### src/rtl/core/hnm_pkg.sv
// Package for the heightmap normal generator: state codes, register indexes
// and fixed-point constants. No dependencies.
`timescale 1ns / 1ps
`default_nettype none
package hnm_pkg;

  localparam int unsigned QOne = 16384;

  localparam int unsigned CfgDataWidth = 13;

  typedef enum logic {
    CFG_FRAME_WIDTH  = 1'b0,
    CFG_FRAME_HEIGHT = 1'b1
  } cfg_index_e;

  typedef enum logic [3:0] {
    ST_IDLE,
    ST_WR,
    ST_RD0,
    ST_RD1,
    ST_RD2,
    ST_RD3,
    ST_CALC,
    ST_START,
    ST_NORM,
    ST_LOAD
  } ctrl_state_e;

  typedef enum logic [1:0] {
    NU_IDLE,
    NU_SQ,
    NU_MUL,
    NU_CMP
  } norm_state_e;

endpackage
`default_nettype wire

### src/rtl/core/hnm_norm.sv
// Bit-serial normalizer: round(16384 * c / sqrt(s)), one result bit at a time
// through square, multiply and compare steps. Depends on hnm_pkg.
`timescale 1ns / 1ps
`default_nettype none
module hnm_norm (
  input  wire logic        clk_i,
  input  wire logic        rst_ni,
  input  wire logic        start_i,
  input  wire logic [7:0]  c_i,
  input  wire logic [16:0] s_i,
  output logic [14:0]      mag_o,
  output logic             done_o
);
  import hnm_pkg::*;

  norm_state_e state_q, state_d;
  logic [7:0]  c_q;
  logic [16:0] s_q;
  logic [14:0] q_q;
  logic [3:0]  bit_q;
  logic [29:0] osq_q;
  logic [46:0] prod_q;
  logic        done_q;
  logic [14:0] cand;
  logic [14:0] odd;
  logic [46:0] rhs;

  assign cand = q_q | (15'd1 << bit_q);
  assign odd  = {cand[13:0], 1'b0} - 15'd1;
  assign rhs  = {1'b0, 16'(c_q * c_q), 30'd0};

  always_comb begin
    state_d = state_q;
    case (state_q)
      NU_IDLE: if (start_i) state_d = NU_SQ;
      NU_SQ:   state_d = NU_MUL;
      NU_MUL:  state_d = NU_CMP;
      NU_CMP:  state_d = (bit_q == 4'd0) ? NU_IDLE : NU_SQ;
      default: state_d = NU_IDLE;
    endcase
  end

  always_ff @(posedge clk_i or negedge rst_ni) begin
    if (!rst_ni) begin
      state_q <= NU_IDLE;
      done_q  <= 1'b0;
    end else begin
      state_q <= state_d;
      done_q  <= (state_q == NU_CMP) && (bit_q == 4'd0);
    end
  end

  always_ff @(posedge clk_i) begin
    case (state_q)
      NU_IDLE: begin
        if (start_i) begin
          c_q   <= c_i;
          s_q   <= s_i;
          q_q   <= '0;
          bit_q <= 4'd14;
        end
      end
      NU_SQ:  osq_q <= 30'(odd * odd);
      NU_MUL: prod_q <= 47'(osq_q * s_q);
      NU_CMP: begin
        if ((32'(cand) <= QOne) && (prod_q <= rhs)) begin
          q_q <= cand;
        end
        bit_q <= bit_q - 4'd1;
      end
      default: ;
    endcase
  end

  assign mag_o  = q_q;
  assign done_o = done_q;
endmodule
`default_nettype wire

### config.mk
export PLATFORM = sky130hd
export DESIGN_NAME = hnm_norm
export DESIGN_NICKNAME = d
export VERILOG_FILES = /design/src/rtl/core/hnm_pkg.sv /design/src/rtl/core/hnm_norm.sv
export SDC_FILE = /design/constraint.sdc
export NUM_CORES = 2
export LEC_CHECK = 0
export BUFFER_PORTS_ARGS = -buffer_cell sky130_fd_sc_hd__buf_2
export CAP_MARGIN = 10
export CORE_UTILIZATION = 55
export CTS_CLUSTER_DIAMETER = 40
export DETAILED_ROUTE_END_ITERATION = 10
export HOLD_SLACK_MARGIN = 0.08
export PLACE_DENSITY = 0.68
export SLEW_MARGIN = 30
export SYNTH_ARGS = -nofsm -noshare
export SYNTH_HDL_FRONTEND = slang
export SYNTH_SLANG_ARGS = --single-unit
### constraint.sdc
create_clock -name clk_i -period 9.6 [get_ports clk_i]
set_input_delay 0.96 -clock clk_i [delete_from_list [all_inputs] [get_ports clk_i]]
set_output_delay 0.96 -clock clk_i [all_outputs]
set_load 0.1 [all_outputs]
==> qor.yml <==
post_drt_wl_per_cell_um: 18.4
period_needed_ps: 8650
area_delta_synth_final_pct: 5.67
cp-startpoint: "bit_q[2]$_SDFFCE_PN1P_"
layout-drive-gt1-share_pct: 4.94
portBuffers: 43
fin_nets: 3770
r2r-start: "bit_q[2]$_SDFFCE_PN1P_"
worst_ep_required_time_ps: 9810
ant_nets: 0
startpoint_type: "flip-flop"
post_cts.repair.setup_buffers: 0
clk_latency_ps: 470
slew_headroom_pct: 31.1
reg2reg_to: "osq_q[23]$_DFFE_PN_"
grt_max_degree: 48
fmax_mhz: 116
cts_buffer_depth: 2
skew_ps: 14.6
critPathSlowestCell: "nor2_2"
cts_hold_buf: 0
instances_no_fill: 3599
yosysMostFrequentCell: "inv_1"
drt_iter0_markers: 1211
die_height_um: 226
async_flop_share_pct: 2.48
finalMaxSlewViolations: 0
drcViolationCount: 0
clk_pin_slew_worst_paths_ps: 70
cp_common_cell: "inv_1"
yosys-top-cells-count: "inv_1 (648), fa_1 (556), nand2_1 (442)"
crit_fanout: 12
die_x_um: 226
synth_cells: 2929
cts-htree-levels: 4
finalHoldViolations: 0
drt_wl_total_mm: 66.4
endpoint: "osq_q[23]$_DFFE_PN_"
n_fill_cell: 4229
yosys.area.top_type_share_pct: 40.4
synth_largest_area_cell: "fa_1"
synth_edf_count: 118
gp_congestion: 0.941
end_kind: "flip-flop"
root_buffer: "clkbuf_16"
numCtsBuffers: 17
cts_resized: 0
drt-pass1-iter-count: 7
drv_cap: 0
critPathKind: "reg2reg"
cpPeakStageDelay_ps: 550
antenna_found_initial: 0
status: "complete, no violations"
synth-seq-cells: 121
row_count: 81
syn_area_um2: 27500
route.vias.total: 19879
ios: 44
vias_per_cell: 5.52
tightest_slew_ps: 1030
cts_tree: "built"
first_global_vias: 22066
finalCritPeriodShare_pct: 90.1
initial_core_util_pct: 56.0
hp-class: "in2async"
clock-sinks: 121
coreArea_um2: 49200
final.setup.tns_ps: 0
rsz0062_at_grt: "no"
synth_area_leaders: "fa_1 (40%), edfxtp_1 (13%), ha_1 (12%)"
synth_ff_type: "edfxtp_1"
rrSetupSlack_ps: 950
syn_area_per_cell_um2: 9.40
setup_viol: 0
track_usage_pct: 28.4
place_inst: 3566
hpwl_mm: 53.0
yosysSeqAreaShare_pct: 13.1
cp.arrival_ps: 8850
grt_pass1_wl_mm: 112
ff2ff_path_depth: 31
synth_warnings: 0
synthDistinctLibCells: 66
grt_overflow_total: 0
die-area_um2: 50900
antenna_cells: 0
metrics by stage:
stage | util [%] | setup slack, ps | hold WS (ps) | instance area (um^2)
floorplan | - | 1800 | 424 | 27600
global placement | 57.8 | 1430 | 526 | 28400
detailed placement | 57.9 | 1170 | 547 | 28500
CTS | 59.1 | 1130 | 250 | 29100
global route | 59.2 | 430 | 255 | 29100
finish | 59.2 | 953 | 276 | 29100
per-layer routing:
metal / global-route usage (%) / up-vias / share of wire (%)
met1: 35.6 / 10161 / 40
li1: - / 8900 / -
met5: 0 / - / 0
met2: 49.4 / 678 / 51
met4: 10.8 / 0 / 3.2
met3: 4.48 / 140 / 6.3
worst min-delay path by stage:
stage / from / slack (ps) / depth (start not counted) / endpoint
6_report: rst_ni / 280 / 1 / state_q[0]$_DFFE_PN0P_
5_1_grt: rst_ni / 260 / 1 / state_q[1]$_DFFE_PN0P_
4_1_cts: rst_ni / 250 / 1 / state_q[1]$_DFFE_PN0P_
3_5_place_dp: state_q[0]$_DFFE_PN0P_ / 550 / 1 / state_q[0]$_DFFE_PN0P_
2_1_floorplan: s_q[0]$_DFFE_PP_ / 420 / 0 / prod_q[0]$_DFFE_PN_
3_3_place_gp: state_q[0]$_DFFE_PN0P_ / 530 / 1 / state_q[0]$_DFFE_PN0P_
layout by cell type, fill, tap and decap left out, types with 6 or more instances in the layout:
cell / n
inv_1: 648
fa_1: 556
nand2_1: 442
ha_1: 263
and2_1: 140
nor2_1: 120
edfxtp_1: 118
a21oi_1: 78
xnor2_1: 61
o21ai_0: 58
buf_2: 43
a21o_1: 41
buf_4: 37
xor2_1: 35
nand2b_1: 26
nand3_1: 22
clkbuf_16: 17
nor3_1: 16
a211oi_1: 14
nand4_1: 14
conb_1: 13
a31oi_1: 11
nor4_1: 10
nor2b_1: 9
a21boi_0: 9
o21bai_1: 9
o21a_1: 8
o31ai_1: 8
or3_1: 7
and3_1: 6
inv_8: 6
cell type report:
| type | count | area [um^2] | area share (%) |
|---|---|---|---|
| flip-flops and latches | 121 | 3620 | 12.4 |
| clock inverters | 15 | 173 | 0.594 |
| repair buffers | 83 | 531 | 1.82 |
| multi-input cells | 2045 | 21100 | 72.4 |
| well taps | 664 | 831 | 2.86 |
| inverters | 654 | 2450 | 8.44 |
| clock buffers | 17 | 425 | 1.46 |
cells by family (layout without fill, tap and decap cells):
group           Yosys count  after routing  synth area share [%]
simple gates            832            832                  13.7
other cells               2             13                0.0273
xor+xnor                 99             99                  3.27
mux                       3              3                 0.118
buf+inv                 774            769                  10.6
compound gates          278            278                  6.64
flops                   121            121                  13.1
fa+ha+maj               820            820                  52.4
worst max-delay path, delay by kind of cell (launching register included):
kind	cells	cell delay [ps]
compound gates	9	1960
xor+xnor	2	550
fa+ha+maj	8	3250
buf+inv	9	1100
flops	1	530
simple gates	3	970
sequential cells by signal, indices dropped and copies added (netlist names):
register	cells
mag_o	15
s_q	17
prod_q	47
c_q	8
osq_q	27
state_q	2
bit_q	4
done_o	1
Power is not shown: default switching activity piles up to over one toggle a cycle in this logic, so the estimate is an artifact.
